### src/rtl/sdiv_pkg.sv
// ============================================================================
// sdiv_pkg
// Shared constants and types for the saturating signed divider.
// ============================================================================
package sdiv_pkg;

    // Default operand width (valid range 8 to 63)
    localparam int SDIV_DATA_WIDTH = 32;

    // Per-stage control that travels alongside the datapath
    typedef struct packed {
        logic valid;  // stage holds a transaction
        logic neg;    // operand signs differ, result is negated
        logic dz;     // divisor was zero
    } t_ctl;

endpackage

### src/rtl/sdiv_prep.sv
// ============================================================================
// sdiv_prep
// Input stage: registers operand magnitudes, the result sign and the zero-divisor flag.
// ============================================================================
module sdiv_prep
    import sdiv_pkg::*;
#(
    parameter int DATA_WIDTH = SDIV_DATA_WIDTH
) (
    input  logic                  i_clk,
    input  logic                  i_rst_n,
    input  logic                  i_load,
    input  logic                  i_valid,
    input  logic [DATA_WIDTH-1:0] i_numerator,
    input  logic [DATA_WIDTH-1:0] i_denominator,
    output t_ctl                  o_ctl,
    output logic [DATA_WIDTH-1:0] o_mag_a,
    output logic [DATA_WIDTH-1:0] o_mag_b
);

    logic                  r_valid;
    logic                  r_neg;
    logic                  r_dz;
    logic [DATA_WIDTH-1:0] r_mag_a;
    logic [DATA_WIDTH-1:0] r_mag_b;

    logic                  n_neg_a;
    logic                  n_neg_b;
    logic [DATA_WIDTH-1:0] n_mag_a;
    logic [DATA_WIDTH-1:0] n_mag_b;

    // Two's complement magnitudes; the most negative value maps to 2^(W-1)
    always_comb begin
        n_neg_a = i_numerator[DATA_WIDTH-1];
        n_neg_b = i_denominator[DATA_WIDTH-1];
        n_mag_a = n_neg_a ? (~i_numerator + DATA_WIDTH'(1)) : i_numerator;
        n_mag_b = n_neg_b ? (~i_denominator + DATA_WIDTH'(1)) : i_denominator;
    end

    // Control register
    always_ff @(posedge i_clk) begin
        if (!i_rst_n) begin
            r_valid <= 1'b0;
        end else if (i_load) begin
            r_valid <= i_valid;
        end
    end

    // Payload register
    always_ff @(posedge i_clk) begin
        if (i_load) begin
            r_neg   <= n_neg_a ^ n_neg_b;
            r_dz    <= (i_denominator == '0);
            r_mag_a <= n_mag_a;
            r_mag_b <= n_mag_b;
        end
    end

    assign o_ctl   = '{valid: r_valid, neg: r_neg, dz: r_dz};
    assign o_mag_a = r_mag_a;
    assign o_mag_b = r_mag_b;

endmodule

### src/rtl/sdiv_cell.sv
// ============================================================================
// sdiv_cell
// One restoring-division step: shifts in one dividend bit, resolves one
// quotient bit, and hands the partial remainder to the next cell.
// ============================================================================
module sdiv_cell
    import sdiv_pkg::*;
#(
    parameter int DATA_WIDTH = SDIV_DATA_WIDTH
) (
    input  logic                  i_clk,
    input  logic                  i_rst_n,
    input  logic                  i_en,
    input  t_ctl                  i_ctl,
    input  logic [DATA_WIDTH-1:0] i_rem,
    input  logic [DATA_WIDTH-1:0] i_aq,
    input  logic [DATA_WIDTH-1:0] i_div,
    output t_ctl                  o_ctl,
    output logic [DATA_WIDTH-1:0] o_rem,
    output logic [DATA_WIDTH-1:0] o_aq,
    output logic [DATA_WIDTH-1:0] o_div
);

    logic                  r_valid;
    logic                  r_neg;
    logic                  r_dz;
    logic [DATA_WIDTH-1:0] r_rem;
    logic [DATA_WIDTH-1:0] r_aq;
    logic [DATA_WIDTH-1:0] r_div;

    logic [DATA_WIDTH-1:0] n_trial;
    logic                  n_ge;
    logic [DATA_WIDTH-1:0] n_rem;
    logic [DATA_WIDTH-1:0] n_aq;

    // Remainder stays below the divisor, so its top bit is always clear
    // and the shifted trial value fits in DATA_WIDTH bits.
    always_comb begin
        n_trial = {i_rem[DATA_WIDTH-2:0], i_aq[DATA_WIDTH-1]};
        n_ge    = (n_trial >= i_div);
        n_rem   = n_ge ? (n_trial - i_div) : n_trial;
        n_aq    = {i_aq[DATA_WIDTH-2:0], n_ge};
    end

    // Control register
    always_ff @(posedge i_clk) begin
        if (!i_rst_n) begin
            r_valid <= 1'b0;
        end else if (i_en) begin
            r_valid <= i_ctl.valid;
        end
    end

    // Payload register
    always_ff @(posedge i_clk) begin
        if (i_en) begin
            r_neg <= i_ctl.neg;
            r_dz  <= i_ctl.dz;
            r_rem <= n_rem;
            r_aq  <= n_aq;
            r_div <= i_div;
        end
    end

    assign o_ctl = '{valid: r_valid, neg: r_neg, dz: r_dz};
    assign o_rem = r_rem;
    assign o_aq  = r_aq;
    assign o_div = r_div;

endmodule

### src/rtl/sdiv_post.sv
// ============================================================================
// sdiv_post
// Output stage: applies the sign, saturates, and holds the result until the
// downstream side takes it.
// ============================================================================
module sdiv_post
    import sdiv_pkg::*;
#(
    parameter int DATA_WIDTH = SDIV_DATA_WIDTH
) (
    input  logic                  i_clk,
    input  logic                  i_rst_n,
    input  logic                  i_en,
    input  t_ctl                  i_ctl,
    input  logic [DATA_WIDTH-1:0] i_quo,
    output logic                  o_valid,
    output logic [DATA_WIDTH-1:0] o_quotient
);

    localparam logic [DATA_WIDTH-1:0] POS_MAX = {1'b0, {(DATA_WIDTH-1){1'b1}}};

    logic                  r_valid;
    logic [DATA_WIDTH-1:0] r_quotient;
    logic [DATA_WIDTH-1:0] n_quotient;

    // Zero divisor and positive overflow both give the positive maximum;
    // a negative magnitude never exceeds 2^(W-1), so it always fits.
    always_comb begin
        if (i_ctl.dz) begin
            n_quotient = POS_MAX;
        end else if (i_ctl.neg) begin
            n_quotient = ~i_quo + DATA_WIDTH'(1);
        end else if (i_quo[DATA_WIDTH-1]) begin
            n_quotient = POS_MAX;
        end else begin
            n_quotient = i_quo;
        end
    end

    // Control register
    always_ff @(posedge i_clk) begin
        if (!i_rst_n) begin
            r_valid <= 1'b0;
        end else if (i_en) begin
            r_valid <= i_ctl.valid;
        end
    end

    // Payload register
    always_ff @(posedge i_clk) begin
        if (i_en) begin
            r_quotient <= n_quotient;
        end
    end

    assign o_valid    = r_valid;
    assign o_quotient = r_quotient;

endmodule

### src/rtl/signed_int32_divider_saturating_core.sv
// ============================================================================
// signed_int32_divider_saturating_core
// Saturating signed integer divider built as a row of restoring-division
// cells, one quotient bit per cell.
// ============================================================================
// Usage:
//   s_axis carries one division per transaction: tdata holds the numerator
//   in the low DATA_WIDTH bits and the denominator above it, zero padded to
//   whole bytes. m_axis returns one quotient per transaction, truncated
//   toward zero and saturated; a zero divisor returns the positive maximum.
//   The accepting edge loads the input stage; DATA_WIDTH division cells and
//   the output register follow, each a register stage on the way to m_axis.
//   The cell row is pipelined, so one transaction can enter every cycle while
//   the output is not stalled, and results leave in order.
//   When m_axis_tready is low with a result waiting, the whole row holds;
//   the input stage still takes one more transaction if it is empty.
//   Reset clears every stage's valid flag; data in flight is dropped.
// ============================================================================
module signed_int32_divider_saturating_core
    import sdiv_pkg::*;
#(
    parameter int DATA_WIDTH = SDIV_DATA_WIDTH,
    localparam int IN_TW     = ((2 * DATA_WIDTH + 7) / 8) * 8,
    localparam int OUT_TW    = ((DATA_WIDTH + 7) / 8) * 8
) (
    input  logic              i_clk,
    input  logic              i_rst_n,
    input  logic              s_axis_tvalid,
    output logic              s_axis_tready,
    input  logic [IN_TW-1:0]  s_axis_tdata,   // numerator, denominator
    output logic              m_axis_tvalid,
    input  logic              m_axis_tready,
    output logic [OUT_TW-1:0] m_axis_tdata    // quotient
);

    localparam logic [DATA_WIDTH-1:0] POS_MAX = {1'b0, {(DATA_WIDTH-1){1'b1}}};

    logic                  w_en;
    logic                  w_prep_load;
    logic [DATA_WIDTH-1:0] w_quotient;

    t_ctl                  w_ctl [0:DATA_WIDTH];
    logic [DATA_WIDTH-1:0] w_rem [0:DATA_WIDTH];
    logic [DATA_WIDTH-1:0] w_aq  [0:DATA_WIDTH];
    logic [DATA_WIDTH-1:0] w_div [0:DATA_WIDTH];

    // Row advances unless a finished result is stalled at the output
    assign w_en          = !m_axis_tvalid || m_axis_tready;
    assign w_prep_load   = w_en || !w_ctl[0].valid;
    assign s_axis_tready = w_prep_load;

    // Input stage
    sdiv_prep #(
        .DATA_WIDTH (DATA_WIDTH)
    ) u_prep (
        .i_clk         (i_clk),
        .i_rst_n       (i_rst_n),
        .i_load        (w_prep_load),
        .i_valid       (s_axis_tvalid),
        .i_numerator   (s_axis_tdata[DATA_WIDTH-1:0]),
        .i_denominator (s_axis_tdata[2*DATA_WIDTH-1:DATA_WIDTH]),
        .o_ctl         (w_ctl[0]),
        .o_mag_a       (w_aq[0]),
        .o_mag_b       (w_div[0])
    );

    assign w_rem[0] = '0;

    // Division cells, most significant quotient bit first
    for (genvar g = 0; g < DATA_WIDTH; g++) begin : g_cell
        sdiv_cell #(
            .DATA_WIDTH (DATA_WIDTH)
        ) u_cell (
            .i_clk   (i_clk),
            .i_rst_n (i_rst_n),
            .i_en    (w_en),
            .i_ctl   (w_ctl[g]),
            .i_rem   (w_rem[g]),
            .i_aq    (w_aq[g]),
            .i_div   (w_div[g]),
            .o_ctl   (w_ctl[g+1]),
            .o_rem   (w_rem[g+1]),
            .o_aq    (w_aq[g+1]),
            .o_div   (w_div[g+1])
        );
    end

    // Sign, saturation and output register
    sdiv_post #(
        .DATA_WIDTH (DATA_WIDTH)
    ) u_post (
        .i_clk      (i_clk),
        .i_rst_n    (i_rst_n),
        .i_en       (w_en),
        .i_ctl      (w_ctl[DATA_WIDTH]),
        .i_quo      (w_aq[DATA_WIDTH]),
        .o_valid    (m_axis_tvalid),
        .o_quotient (w_quotient)
    );

    assign m_axis_tdata = OUT_TW'(w_quotient);

    // ------------------------------------------------------------------------
    // Assertions
    // ------------------------------------------------------------------------

    // An accepted transaction lands in the input stage
    a_accept_lands: assert property (@(posedge i_clk) disable iff (!i_rst_n)
        s_axis_tvalid && s_axis_tready |=> w_ctl[0].valid)
        else $error("accepted transaction not captured by input stage");

    // A zero divisor leaving the last cell yields the positive maximum
    a_zero_div_max: assert property (@(posedge i_clk) disable iff (!i_rst_n)
        w_en && w_ctl[DATA_WIDTH].valid && w_ctl[DATA_WIDTH].dz
        |=> m_axis_tvalid && (w_quotient == POS_MAX))
        else $error("zero divisor did not give positive maximum");

    // Same-sign operands never produce a negative quotient
    a_same_sign_pos: assert property (@(posedge i_clk) disable iff (!i_rst_n)
        w_en && w_ctl[DATA_WIDTH].valid && !w_ctl[DATA_WIDTH].neg
        |=> !w_quotient[DATA_WIDTH-1])
        else $error("same-sign division produced a negative quotient");

    // The input stage advances into the first cell whenever the row moves
    a_row_moves: assert property (@(posedge i_clk) disable iff (!i_rst_n)
        w_en && w_ctl[0].valid |=> w_ctl[1].valid)
        else $error("input stage did not advance into the first cell");

    // While the output is stalled the first cell holds its contents
    a_stall_holds: assert property (@(posedge i_clk) disable iff (!i_rst_n)
        !w_en |=> $stable(w_ctl[1].valid) && $stable(w_aq[1]))
        else $error("cell row moved while output was stalled");

endmodule

### config.mk
export PLATFORM = sky130hd
export DESIGN_NAME = signed_int32_divider_saturating_core
export DESIGN_NICKNAME = d
export VERILOG_FILES = /design/src/rtl/sdiv_pkg.sv /design/src/rtl/sdiv_prep.sv /design/src/rtl/sdiv_cell.sv /design/src/rtl/sdiv_post.sv /design/src/rtl/signed_int32_divider_saturating_core.sv
export SDC_FILE = /design/constraint.sdc
export NUM_CORES = 2
export LEC_CHECK = 0
export BUFFER_PORTS_ARGS = -buffer_cell sky130_fd_sc_hd__clkbuf_2
export CORE_UTILIZATION = 41
export CTS_CLUSTER_SIZE = 30
export DETAILED_ROUTE_END_ITERATION = 10
export HOLD_SLACK_MARGIN = 0.02
export PLACE_DENSITY = 0.59
export SETUP_SLACK_MARGIN = 0.2
export SLEW_MARGIN = 20
export SYNTH_ARGS = -nofsm -noshare
export SYNTH_HDL_FRONTEND = slang
export SYNTH_SLANG_ARGS = --single-unit
### constraint.sdc
create_clock -name i_clk -period 146.3 [get_ports i_clk]
set_clock_uncertainty 0.15 [all_clocks]
set_input_delay 14.63 -clock i_clk [delete_from_list [all_inputs] [get_ports i_clk]]
set_output_delay 14.63 -clock i_clk [all_outputs]
set_load 0.005 [all_outputs]
# After elaboration in Yosys (flattened, before gate mapping)
# Cells that the tools add are included.
# totals
latch_bits	0
mem_count	0
register_bits	3173
ramBits	0
inputBits	68
romBits	0
# classes
mul	0
add_sub_neg	34
n_bitwise	4
muxes	35
n_div	0
n_reduce_logical	5
n_lt_le_gt_ge	32
shifts	0
n_eq_ne	0
# op_table
operator	n
$mux W31	33
$ge A32 B32 Y1	31
$sub A31 B31 Y31	30
$add A32 B1 Y32 const B	3
$not A32 Y32	3
$ge A1 B32 Y1	1
$logic_not A32 Y1	1
$mux W32	1
$sub A1 B31 Y31	1
$logic_not A1 Y1	2
$logic_or A1 B1 Y1	2
$mux W1	1
$xor A1 B1 Y1	1

# Logic depth before layout (Yosys ltp)
# depth
depth_word	3
depth_mapped	16
ltp_nobuf	14

# Modules after synthesis
# Synthesis repeated with hierarchy kept, for this count alone.
# unflattened
hier_cells	14933
hier_area_um2	173682.8
# by_module_without_submodules
module	cells_each	area_per_inst_um2	seq_area_each_um2	n_inst
sdiv_cell at g_cell[0].u_cell ...	456	5242.5	2962.8	12
sdiv_cell at g_cell[23].u_cell ...	454	5237.5	2962.8	12
sdiv_cell at g_cell[29].u_cell ...	425	5312.6	2962.8	5
sdiv_cell at g_cell[11].u_cell ...	458	5190.0	2962.8	2
sdiv_cell at g_cell[13].u_cell	491	5388.9	2962.8	1
sdiv_prep	290	3632.2	2001.9	1
sdiv_post	188	1940.6	980.9	1
signed_int32_divider_saturating_core	3	17.5	0.0	1

# Worst setup path after synthesis
# No wires, ideal clock.
# synth_path
path_kind	input port to flip-flop
startpoint	in m_axis_tready
endpoint	reg g_cell[0].u_cell.r_aq[0] (enable)
required_ns	141.522
arrival_time_ns	97.357
path_slack_ns	44.165
path_stages	4
setup_time_ns	4.628
path_cell_list	nor2b_1 > clkbuf_1 > inv_1 > buf_1
# synth_between
elab_chain_cells	1
# synth_lines
item	line_no	rtl
start, declared	signed_int32_divider_saturating_core.sv:32	input logic m_axis_tready,
$logic_or A1 B1 Y1	signed_int32_divider_saturating_core.sv:48	assign w_en = !m_axis_tvalid || m_axis_tready;
named net g_cell[0].u_cell.i_en	sdiv_cell.sv:13	input logic i_en,
end signal, assigned	sdiv_cell.sv:60	r_aq <= n_aq;
end, declared	sdiv_cell.sv:28	logic [DATA_WIDTH-1:0] r_aq;
# The timed path passes the listed nets, and every way through them passes these cells.
# A chain may end at the register's enable or synchronous reset.

# Worst setup path in the final report
# layout_path
startpoint	in m_axis_tready
endpoint	out s_axis_tready
# layout_between
elab_chain_cells	2
# layout_lines
item	line_no	rtl
$logic_or A1 B1 Y1	signed_int32_divider_saturating_core.sv:48	
$logic_or A1 B1 Y1	signed_int32_divider_saturating_core.sv:49	assign w_prep_load = w_en || !w_ctl[0].valid;
end, declared	signed_int32_divider_saturating_core.sv:29	output logic s_axis_tready,
# Every way passes these cells.

==> impl_metrics.xml <==
<?xml version="1.0" encoding="UTF-8"?>
<metrics>
  <group name="setup_path">
    <metric name="setup.worst_path.start_class" unit="">input pin</metric>
    <metric name="critical_path.most_common_cell" unit="">sky130_fd_sc_hd__clkbuf_2</metric>
    <metric name="criticalPathCategory" unit="">input pin to output pin</metric>
    <metric name="arrival" unit="ns">15.57</metric>
    <metric name="setup.worst_path.end_class" unit="">output pin</metric>
    <metric name="worstPathBufferInverterCount" unit="">3</metric>
    <metric name="reg2reg_slack" unit="ns">138.90</metric>
    <metric name="critical-path-slowest-cell" unit="">sky130_fd_sc_hd__buf_4</metric>
    <metric name="worstReg2RegEnd" unit="">g_cell[27].u_cell.o_div[26]</metric>
    <metric name="cp_cell_sequence" unit="">clkbuf_2 &gt; nor2b_2 &gt; buf_4 &gt; nand2_4 &gt; clkbuf_2</metric>
    <metric name="rr_startpoint" unit="">u_post.o_valid</metric>
    <metric name="worst_path_largest_cell_delay" unit="ns">0.38</metric>
    <metric name="worst-r2r-cell-count" unit="">10</metric>
    <metric name="crit_path_required_time" unit="ns">131.52</metric>
    <metric name="path_delay_family" unit="">buffers and inverters</metric>
    <metric name="crit_fanout" unit="">36</metric>
  </group>
  <group name="power_and_ir_drop">
    <metric name="total_power" unit="mW">2.64</metric>
    <metric name="ir_drop" unit="mV">0.0128</metric>
    <metric name="power_density" unit="nW/um2">15.1</metric>
    <metric name="leakage" unit="nW">75.1</metric>
  </group>
  <group name="cts">
    <metric name="post_cts.resized_instances" unit="">0</metric>
    <metric name="htreeDepth" unit="">5</metric>
    <metric name="cts_tree" unit="">yes</metric>
    <metric name="total_clock_buffers_created_by_cts" unit="">350</metric>
    <metric name="cts_max_path_buffers" unit="">4</metric>
    <metric name="hold_buffers" unit="">0</metric>
    <metric name="cts_root_buffer" unit="">sky130_fd_sc_hd__clkbuf_16</metric>
    <metric name="cts_num_sinks" unit="">3173</metric>
    <metric name="cts.repair_timing.setup_buffer_count" unit="">0</metric>
    <metric name="clkLatencyLatePin" unit="ns">0.95</metric>
    <metric name="clkTransAtPathRegs" unit="ns">0.06</metric>
  </group>
  <group name="timing">
    <metric name="fmax" unit="MHz">32.9</metric>
    <metric name="final.hold.worst_slack" unit="ns">0.244</metric>
    <metric name="worst_pin_slew" unit="ns">1.19</metric>
    <metric name="setup_tns" unit="ns">0</metric>
    <metric name="fin_crit" unit="ns">30.35</metric>
    <metric name="finalMaxSlewViolations" unit="">0</metric>
    <metric name="unrepaired_setup_endpoints_after_global_routing" unit="">false</metric>
    <metric name="timing.slew.headroom" unit="%">19.5</metric>
    <metric name="timing_hold_violations_final" unit="">0</metric>
    <metric name="final_min_period_over_clock_period" unit="%">20.7</metric>
    <metric name="setup-violations-final" unit="">0</metric>
  </group>
  <group name="place">
    <metric name="postPlaceCellArea" unit="um2">164000</metric>
    <metric name="place.detailed.hpwl" unit="mm">231</metric>
    <metric name="finalWeightedCongestion" unit="">0.912</metric>
    <metric name="post-place-cells" unit="">17700</metric>
    <metric name="placement.io_buffers" unit="">101</metric>
  </group>
  <group name="routing">
    <metric name="drtAntennaViolNets" unit="">0</metric>
    <metric name="wire_per_inst" unit="um">17.2</metric>
    <metric name="detail_route.iter0.violations" unit="">6386</metric>
    <metric name="drcViolationCount" unit="">0</metric>
    <metric name="dr_total_vias" unit="">95000</metric>
    <metric name="drt-vias-per-instance" unit="">5.17</metric>
    <metric name="pre_repair_dr_iteration_count" unit="">7</metric>
    <metric name="drt_wl_total" unit="mm">317</metric>
  </group>
  <group name="global_route">
    <metric name="grt_first_pass_wirelength" unit="mm">499</metric>
    <metric name="antenna_found_initial" unit="">10</metric>
    <metric name="grt.overflow.total" unit="">0</metric>
    <metric name="grt.total_usage" unit="%">16.0</metric>
    <metric name="vias_in_the_first_global_route" unit="">91400</metric>
    <metric name="grt_start_max_net_pins" unit="">204</metric>
  </group>
  <group name="cells_and_area">
    <metric name="instances_no_fill" unit="">18400</metric>
    <metric name="layout.nets" unit="">14200</metric>
    <metric name="post_route_cells_drive_above_1_share" unit="%">7.97</metric>
    <metric name="filler_cell_count" unit="">34000</metric>
    <metric name="design_area" unit="um2">175000</metric>
    <metric name="layout-area-overhead-vs-synth" unit="%">11.5</metric>
  </group>
  <group name="synth">
    <metric name="cell_types_occupying_the_most_area_after_synthesis" unit="">sky130_fd_sc_hd__edfxtp_1, sky130_fd_sc_hd__ha_1, sky130_fd_sc_hd__o21ai_0</metric>
    <metric name="synth.distinct_cells" unit="">86</metric>
    <metric name="synthCells" unit="">12800</metric>
    <metric name="synth.avg_cell_area" unit="um2">12.3</metric>
    <metric name="synth-warning-count" unit="">0</metric>
    <metric name="synth-main-ff-cell" unit="">sky130_fd_sc_hd__edfxtp_1</metric>
    <metric name="synth_enable_flop_cells" unit="">3139</metric>
    <metric name="post_syn_area" unit="um2">157000</metric>
    <metric name="synth-seq-area-share" unit="%">60.4</metric>
    <metric name="synthDominantCellAreaShare" unit="%">60.0</metric>
    <metric name="synth.ff_latch_count" unit="">3173</metric>
    <metric name="postSynth.asyncResetShare" unit="%">0</metric>
    <metric name="syn-num-nets" unit="">13900</metric>
    <metric name="yosysTopAreaCell" unit="">sky130_fd_sc_hd__edfxtp_1</metric>
  </group>
  <group name="run_status">
    <metric name="run_status" unit="">complete, no violations</metric>
  </group>
  <group name="floorplan">
    <metric name="coreArea" unit="um2">380000</metric>
    <metric name="die_area" unit="um2">386000</metric>
    <metric name="vertical_die_dimension" unit="um">621</metric>
    <metric name="row_count" unit="">226</metric>
    <metric name="pin_count" unit="">102</metric>
    <metric name="die_x" unit="um">621</metric>
    <metric name="start_util" unit="%">41.3</metric>
  </group>
  <group name="hold_path">
    <metric name="timing.hold.worst_path_depth" unit="">0</metric>
    <metric name="hold_path_startpoint" unit="">g_cell[23].u_cell.o_div[25]</metric>
    <metric name="hold_path_class" unit="">flop to flop</metric>
    <metric name="worst_hold_path.endpoint" unit="">g_cell[24].u_cell.o_div[25]</metric>
  </group>
  <group name="job">
    <metric name="maxCapViolCount" unit="">0</metric>
  </group>
</metrics>
[synth_stat cells, types with 45 or more instances]
cell	instances
sky130_fd_sc_hd__edfxtp_1	3139
sky130_fd_sc_hd__inv_1	1233
sky130_fd_sc_hd__nand2_1	1046
sky130_fd_sc_hd__ha_1	997
sky130_fd_sc_hd__o21ai_0	949
sky130_fd_sc_hd__a21oi_1	930
sky130_fd_sc_hd__nor2_1	555
sky130_fd_sc_hd__xnor2_1	496
sky130_fd_sc_hd__a21o_1	467
sky130_fd_sc_hd__xor2_1	355
sky130_fd_sc_hd__mux2_2	275
sky130_fd_sc_hd__clkbuf_1	248
sky130_fd_sc_hd__nand3_1	182
sky130_fd_sc_hd__nand2b_1	152
sky130_fd_sc_hd__nor2b_1	147
sky130_fd_sc_hd__nand4_1	138
sky130_fd_sc_hd__o21a_1	127
sky130_fd_sc_hd__nor3_1	118
sky130_fd_sc_hd__o31ai_1	103
sky130_fd_sc_hd__o21bai_1	99
sky130_fd_sc_hd__a21boi_0	98
sky130_fd_sc_hd__a31oi_1	88
sky130_fd_sc_hd__and3_1	82
sky130_fd_sc_hd__a211oi_1	55
sky130_fd_sc_hd__or3_1	47
sky130_fd_sc_hd__o211ai_1	45
[through the flow]
stage / worst slack, ns / util [%]
after floorplan: 44.16 / -
after global placement: 115.85 / 43.1
after detailed placement: 115.86 / 43.1
after CTS: 115.86 / 46.1
after global routing: 115.83 / 46.1
final: 115.95 / 46.1
[power breakdown]
part	internal (mW)	total, mW	leakage [nW]	switching (mW)
clock network	0.494	0.857	5.48	0.363
registers	1.12	1.19	35.4	0.0629
logic	0.259	0.599	34.2	0.340
[worst max path at each step]
| stage | start | endpoint | slack [ns] | cells after the start |
|---|---|---|---|---|
| 5_1_grt | m_axis_tready | s_axis_tready | 115.83 | 5 |
| 4_1_cts | m_axis_tready | s_axis_tready | 115.86 | 5 |
| 3_3_place_gp | m_axis_tready | s_axis_tready | 115.85 | 5 |
| 6_report | m_axis_tready | s_axis_tready | 115.95 | 5 |
| 3_5_place_dp | m_axis_tready | s_axis_tready | 115.86 | 5 |
| 2_1_floorplan | m_axis_tready | g_cell[0].u_cell.o_aq[0] | 44.16 | 4 |
[kinds of logic (layout without fill, tap and decap cells)]
group | count (synthesis) | count (layout) | synth area share, %
AOI/OAI and AO/OA | 3272 | 3272 | 12.8
adders and majority gates | 1027 | 1027 | 8.32
other | 0 | 13 | 0
xor gates and xnor gates | 851 | 851 | 4.74
and+or+nand+nor | 2667 | 2667 | 7.96
buffers and inverters | 1500 | 2053 | 3.59
muxes | 301 | 301 | 2.14
DFF | 3173 | 3173 | 60.4
[layout by cell type (no fill, tap or decap), drive strengths merged, types with 467 or more instances in the layout]
| cell | instances |
|---|---|
| xnor2 | 496 |
| inv | 1251 |
| clkbuf | 517 |
| ha | 997 |
| nand2 | 1046 |
| nor2 | 555 |
| a21oi | 930 |
| o21ai | 952 |
| edfxtp | 3139 |
| a21o | 467 |
[final cells by class]
cell class	instances	area [um2]	area share [%]
repair buffers	182	1200	0.682
clock buffers	416	9040	5.16
diodes	13	32.5	0.0186
flip-flops and latches	3173	94900	54.2
well taps	5016	6280	3.58
inverters	1234	4640	2.65
multi-input cells	8118	56900	32.5
clock inverters	221	2250	1.29
[state kept, by name (all words and copies together) (netlist names)]
name                   flops
g_cell.u_cell.o_aq      1024
g_cell.u_cell.r_valid     32
u_prep.o_mag_a            32
g_cell.u_cell.r_neg       32
u_prep.r_dz                1
u_prep.r_neg               1
u_post.o_valid             1
u_prep.r_valid             1
g_cell.u_cell.r_dz        32
g_cell.u_cell.o_rem      961
u_prep.o_mag_b            32
g_cell.u_cell.o_div      992
u_post.o_quotient         32
[routing by layer]
metal | wire (um) | share of wire (%) | track usage [%] | vias to the layer above
met1 | 140000 | 44 | 20.7 | 45000
met5 | 0 | 0 | 0 | -
met4 | 13000 | 4.1 | 6.34 | 0
met3 | 13400 | 4.2 | 2.29 | 571
li1 | - | - | - | 47700
met2 | 150000 | 47 | 26.9 | 1742
[worst reg2reg max path: cells and delay by family (launching register included)]
kind                   cells  cell delay, ns
flip-flops                 1            0.31
buffers and inverters      9            6.32
AND/OR/NAND/NOR            1            0.14
Power figures use the tool's default switching activity.
